--- config.mk ---
export PLATFORM = sky130hd
export DESIGN_NAME = tcdz_ctrl
export DESIGN_NICKNAME = d
export VERILOG_FILES = /design/src/rtl/tcdz_pkg.sv /design/src/rtl/tcdz_ctrl.sv
export SDC_FILE = /design/constraint.sdc
export NUM_CORES = 1
export LEC_CHECK = 0
export BUFFER_PORTS_ARGS = -buffer_cell sky130_fd_sc_hd__buf_2
export CORE_MARGIN = 2
export CORE_UTILIZATION = 35
export DETAILED_ROUTE_END_ITERATION = 8
export PLACE_DENSITY = 0.58
export SYNTH_ARGS = -nofsm -noshare
export SYNTH_HDL_FRONTEND = slang
export SYNTH_SLANG_ARGS = --single-unit
--- constraint.sdc ---
create_clock -name clk -period 5.1 [get_ports clk]
set_input_delay 1.02 -clock clk [delete_from_list [all_inputs] [get_ports clk]]
set_output_delay 1.02 -clock clk [all_outputs]
set_load 0.01 [all_outputs]
--- src/rtl/tcdz_pkg.sv ---
// Shared constants, codes, command/status types and offset tables for the coverage map.
`timescale 1ns / 1ps
package tcdz_pkg;

  localparam int CELL_PIXELS_DEF = 40;
  localparam int MAX_COLS_DEF    = 64;
  localparam int MAX_ROWS_DEF    = 64;
  localparam int COUNT_BITS_DEF  = 16;

  localparam int CFG_W = 12;
  localparam int PT_W  = 13;
  localparam int IDX_W = 6;
  localparam int VIS_W = 16;
  localparam int CLS_W = 2;
  localparam int NB_W  = 4;
  localparam int TOT_W = 13;

  localparam int LIGHT_LIMIT     = 4;
  localparam int DEAD_NEIGHBOURS = 6;
  localparam logic [TOT_W-1:0] TOTAL_MAX = '1;

  // reciprocal scale of the constant divider
  localparam int DIV_SHIFT = 20;

  // center cell plus eight neighbours
  localparam int SCAN_TAPS = 9;
  localparam int SCAN_W    = 4;

  localparam logic [CLS_W-1:0] CLS_NEVER = 2'd0;
  localparam logic [CLS_W-1:0] CLS_LIGHT = 2'd1;
  localparam logic [CLS_W-1:0] CLS_DENSE = 2'd2;

  localparam logic REG_SCREEN_WIDTH  = 1'b0;
  localparam logic REG_SCREEN_HEIGHT = 1'b1;

  localparam logic [CFG_W-1:0] WIDTH_RST  = 12'd1920;
  localparam logic [CFG_W-1:0] HEIGHT_RST = 12'd1200;

  typedef enum logic [1:0] {
    DIV_WIDTH  = 2'd0,
    DIV_HEIGHT = 2'd1,
    DIV_PX     = 2'd2,
    DIV_PY     = 2'd3
  } div_sel_t;

  typedef struct packed {
    logic     clr_wr;
    logic     take;
    div_sel_t div_sel;
    logic     cap_cols;
    logic     cap_rows;
    logic     cap_col;
    logic     cap_row;
    logic     pt_addr;
    logic     pt_write;
    logic     q_geo;
    logic     q_scan;
    logic     q_result;
  } dp_cmd_t;

  typedef struct packed {
    logic clr_last;
    logic is_query;
    logic scan_last;
    logic out_busy;
  } dp_status_t;

  // column offset of scan step k (two's complement)
  function automatic logic [1:0] nb_dx(input logic [SCAN_W-1:0] k);
    logic [1:0] d;
    case (k)
      4'd1, 4'd4, 4'd6: d = 2'b11;
      4'd3, 4'd5, 4'd8: d = 2'b01;
      default:          d = 2'b00;
    endcase
    return d;
  endfunction

  // row offset of scan step k (two's complement)
  function automatic logic [1:0] nb_dy(input logic [SCAN_W-1:0] k);
    logic [1:0] d;
    case (k)
      4'd1, 4'd2, 4'd3: d = 2'b11;
      4'd6, 4'd7, 4'd8: d = 2'b01;
      default:          d = 2'b00;
    endcase
    return d;
  endfunction

endpackage

--- src/rtl/tcdz_ctrl.sv ---
// Sequencer: memory clear, point update and nine-cell query scan.
`timescale 1ns / 1ps
module tcdz_ctrl import tcdz_pkg::*; (
  input  logic       clk,
  input  logic       rst,
  input  logic       in_valid,
  output logic       in_ready,
  input  dp_status_t st,
  output dp_cmd_t    cmd
);

  typedef enum logic [14:0] {
    S_CLEAR    = 15'h0001,
    S_IDLE     = 15'h0002,
    S_DIV_W    = 15'h0004,
    S_DIV_H    = 15'h0008,
    S_DIV_X    = 15'h0010,
    S_DIV_Y    = 15'h0020,
    S_DIV_END  = 15'h0040,
    S_PT_ADDR  = 15'h0080,
    S_PT_READ  = 15'h0100,
    S_PT_WRITE = 15'h0200,
    S_Q_GEO    = 15'h0400,
    S_Q_SCAN   = 15'h0800,
    S_Q_WAIT1  = 15'h1000,
    S_Q_WAIT2  = 15'h2000,
    S_Q_RESULT = 15'h4000
  } state_t;

  state_t state, state_next;

  always_ff @(posedge clk) begin
    if (rst) begin
      state <= S_CLEAR;
    end else begin
      state <= state_next;
    end
  end

  assign in_ready = (state == S_IDLE);

  always_comb begin
    state_next = state;
    cmd        = '0;
    cmd.div_sel = DIV_WIDTH;
    case (state)
      S_CLEAR: begin
        cmd.clr_wr = 1'b1;
        if (st.clr_last) state_next = S_IDLE;
      end
      S_IDLE: begin
        cmd.take = in_valid;
        if (in_valid) state_next = S_DIV_W;
      end
      S_DIV_W: begin
        cmd.div_sel = DIV_WIDTH;
        state_next  = S_DIV_H;
      end
      S_DIV_H: begin
        cmd.div_sel  = DIV_HEIGHT;
        cmd.cap_cols = 1'b1;
        state_next   = S_DIV_X;
      end
      S_DIV_X: begin
        cmd.div_sel  = DIV_PX;
        cmd.cap_rows = 1'b1;
        state_next   = st.is_query ? S_Q_GEO : S_DIV_Y;
      end
      S_DIV_Y: begin
        cmd.div_sel = DIV_PY;
        cmd.cap_col = 1'b1;
        state_next  = S_DIV_END;
      end
      S_DIV_END: begin
        cmd.cap_row = 1'b1;
        state_next  = S_PT_ADDR;
      end
      S_PT_ADDR: begin
        cmd.pt_addr = 1'b1;
        state_next  = S_PT_READ;
      end
      S_PT_READ: begin
        state_next = S_PT_WRITE;
      end
      S_PT_WRITE: begin
        cmd.pt_write = 1'b1;
        state_next   = S_IDLE;
      end
      S_Q_GEO: begin
        cmd.q_geo  = 1'b1;
        state_next = S_Q_SCAN;
      end
      S_Q_SCAN: begin
        cmd.q_scan = 1'b1;
        if (st.scan_last) state_next = S_Q_WAIT1;
      end
      S_Q_WAIT1: begin
        state_next = S_Q_WAIT2;
      end
      S_Q_WAIT2: begin
        state_next = S_Q_RESULT;
      end
      S_Q_RESULT: begin
        // hold until the previous result has been taken
        if (!st.out_busy) begin
          cmd.q_result = 1'b1;
          state_next   = S_IDLE;
        end
      end
      default: begin
        state_next = S_CLEAR;
      end
    endcase
  end

endmodule

==> results.py <==
metrics = {
    "global_route": {
        "antenna_found_initial": 0,
        "globalRoute.totalOverflow": 0,
        "grt_max_degree": 13,
        "grt_use_total": 0.164,
        "grt_pass1_vias": 909,
        "grt_first_pass_wirelength_microns": 4260,
    },
    "power_and_ir_drop": {
        "pwr_density_cell_mw_per_mm2": 274,
        "power.ir.vdd_worst_uv": 174,
        "design_power_total_mw": 0.309,
        "total_leakage_power_nw": 0.488,
    },
    "timing": {
        "rsz0062_at_grt": "no",
        "slew_violations": 0,
        "timing.final.crit_period_ns": 3.45,
        "finClkSkew_ns": 0.0115,
        "fmax_ghz": 0.290,
        "finalHoldViolCount": 0,
        "min_period_over_period": 0.676,
        "final-setup-viol-count": 0,
        "final.setup.tns_ns": 0,
        "tightestPinTransition_ns": 1.03,
        "relSlewSlack": 0.306,
    },
    "yosys": {
        "synthArstFlopShare": 0,
        "synth-seq-area-share": 0.293,
        "yosys_warnings": 0,
        "mappedNetlistArea_sq_mm": 0.00102,
        "netlist_instances": 121,
        "dominantRegCellSynth": "dfxtp_1",
        "yosysTopAreaCellShare": 0.293,
        "yosys.cell_count.top_type": "dfxtp_1",
        "synth_top_cells_by_count": "dfxtp_1, nor2_1, nand4_1",
        "ys_top_cells_by_area": "dfxtp_1, nor4b_1, nand4_1, nor4_2, nor2_1",
        "syn-mean-instance-area_sq_um": 8.46,
        "synth.ff_latch_count": 15,
        "synthesis.nets": 128,
        "synth-edff-count": 0,
        "synthDominantAreaCellType": "dfxtp_1",
        "synth.distinct_cells": 39,
    },
    "floorplanning": {
        "io-pin-count": 21,
        "floorplan.core_area_sq_mm": 0.00276,
        "floorplan.initialDensity": 0.371,
        "fp-row-count": 19,
        "dieArea_sq_mm": 0.00337,
        "chipHeight_microns": 58.1,
        "die_width_microns": 58.1,
    },
    "status": {
        "run_status": "complete, no violations",
    },
    "place": {
        "global_placer_s_final_weighted_congestion": 0.873,
        "buffer_ports.inserted": 20,
        "placed_cells_incl_taps": 162,
        "postPlaceCellArea_sq_mm": 0.00110,
        "dp_hpwl_microns": 1810,
    },
    "clocking": {
        "clkSinkCount": 15,
        "cts.repair_timing.setup_buffer_count": 0,
        "cts_hold_buffers": 0,
        "tritoncts_buffers": 3,
        "cts_max_path_buffers": 2,
        "cts-htree-levels": 1,
        "cts.reportedPaths.clkPinSlew_ns": 0.11,
        "post_cts_repair_resize_count": 0,
        "worst_skew_pair.late_latency_ns": 0.30,
        "cts_root_buf": "clkbuf_4",
        "tritoncts": "built",
    },
    "min_path": {
        "min_path_type": "reg2reg",
    },
    "setup_path": {
        "timing.reg2reg.setup_slack_ns": 2.77,
        "arrival_ns": 2.43,
        "cp-start-kind": "register",
        "reg2regPathDepth": 5,
        "crit_path_end_kind": "output port",
        "worstReg2RegEnd": "state[8]",
        "crit_end": "cmd[10]",
        "timing.critical_path.fanout_max": 11,
        "worst-setup-path-type": "reg2out",
        "cp-startpoint": "state[8]",
        "worstPathRequired_ns": 4.08,
        "crit-reg2reg-launch": "state[5]",
    },
    "routing": {
        "routed_wirelength_microns": 2410,
        "detail_route.iter0.violations": 22,
        "ant_nets": 0,
        "routed_wire_length_per_instance_microns": 14.5,
        "firstDrtPassIters": 4,
        "vias": 942,
        "routed_via_density": 5.67,
        "drc_errors": 0,
    },
    "final_layout": {
        "layout.cells.non_filler": 166,
        "syn2layout_area_growth_pct": 10.1,
        "finalNetCount": 143,
        "largest_reg_flops": 15,
        "reg_top3": "state: 15 flops",
        "drive_above_1_share": 0.252,
        "registers.top_by_ff_count": "state",
        "finalInstanceArea_sq_mm": 0.00113,
        "n_antenna_cell": 0,
    },
    "flow_run": {
        "drv.max_cap_violation_count": 0,
    },
}
[per-layer routing]
layer / track usage / vias to the layer above / wire length (microns)
li1: - / 478 / -
met1: 0.216 / 437 / 1060
met2: 0.255 / 21 / 1200
met3: 0.0246 / 6 / 83
met4: 0.0930 / 0 / 68
met5: 0 / - / 0
[how the worst min path moves through the flow]
stage,start,endpoint,cells after the start
2_1_floorplan,state[8],state[9],3
3_3_place_gp,state[8],state[9],2
3_5_place_dp,state[8],state[9],2
4_1_cts,state[11],state[11],2
5_1_grt,state[8],state[9],2
6_report,state[11],state[11],2
[power breakdown]
part | internal [mW] | total [mW] | switching (mW)
clock network | 0.0292 | 0.0723 | 0.0431
logic | 0.0435 | 0.0990 | 0.0555
registers | 0.123 | 0.138 | 0.0144
total | 0.196 | 0.309 | 0.113
[kinds of logic (layout without fill, tap and decap cells)]
kind of cell,count (synthesis),in the layout,share of synthesized area
flops,15,15,0.293
buf+inv,14,28,0.0758
simple gates,76,76,0.500
compound gates,12,12,0.0966
xor+xnor,4,4,0.0342
[stage by stage]
stage | utilization | hold WS [ns] | setup slack [ns]
after floorplan | - | 0.541 | 2.54
after global placement | 0.399 | 0.565 | 2.03
after detailed placement | 0.399 | 0.586 | 1.99
after CTS | 0.409 | 0.613 | 1.65
after global routing | 0.409 | 0.655 | 1.41
final | 0.409 | 0.610 | 1.65
[placed cells by master (no fill, tap or decap), drive strengths merged, types with 2 or more instances in the layout]
master	n
a21oi	3
and2	6
and3	5
buf	20
clkbuf	3
dfxtp	15
inv	4
nand2	4
nand2b	4
nand3	5
nand4	8
nor2	12
nor2b	2
nor3	7
nor3b	4
nor4	8
nor4b	7
o21ai	2
o32ai	2
xnor2	2
xor2	2
[cell type report]
cell class / instances / area (sq um)
Clock buffer: 3 / 22.5
Multi-Input combinational cell: 92 / 646
Tap cell: 31 / 38.8
Timing Repair Buffer: 20 / 100
Sequential cell: 15 / 300
Clock inverter: 1 / 5.00
Fill cell: 287 / 1630
Inverter: 4 / 15.0
[critical path, cell delays in order, from the launching register on]
cell and delay [ns]:
dfxtp_1 0.43, nor4_2 0.85, nand4_1 0.22, or3b_1 0.44, nand2_1 0.07, buf_2 0.13
(Power assumes the default switching activity.)
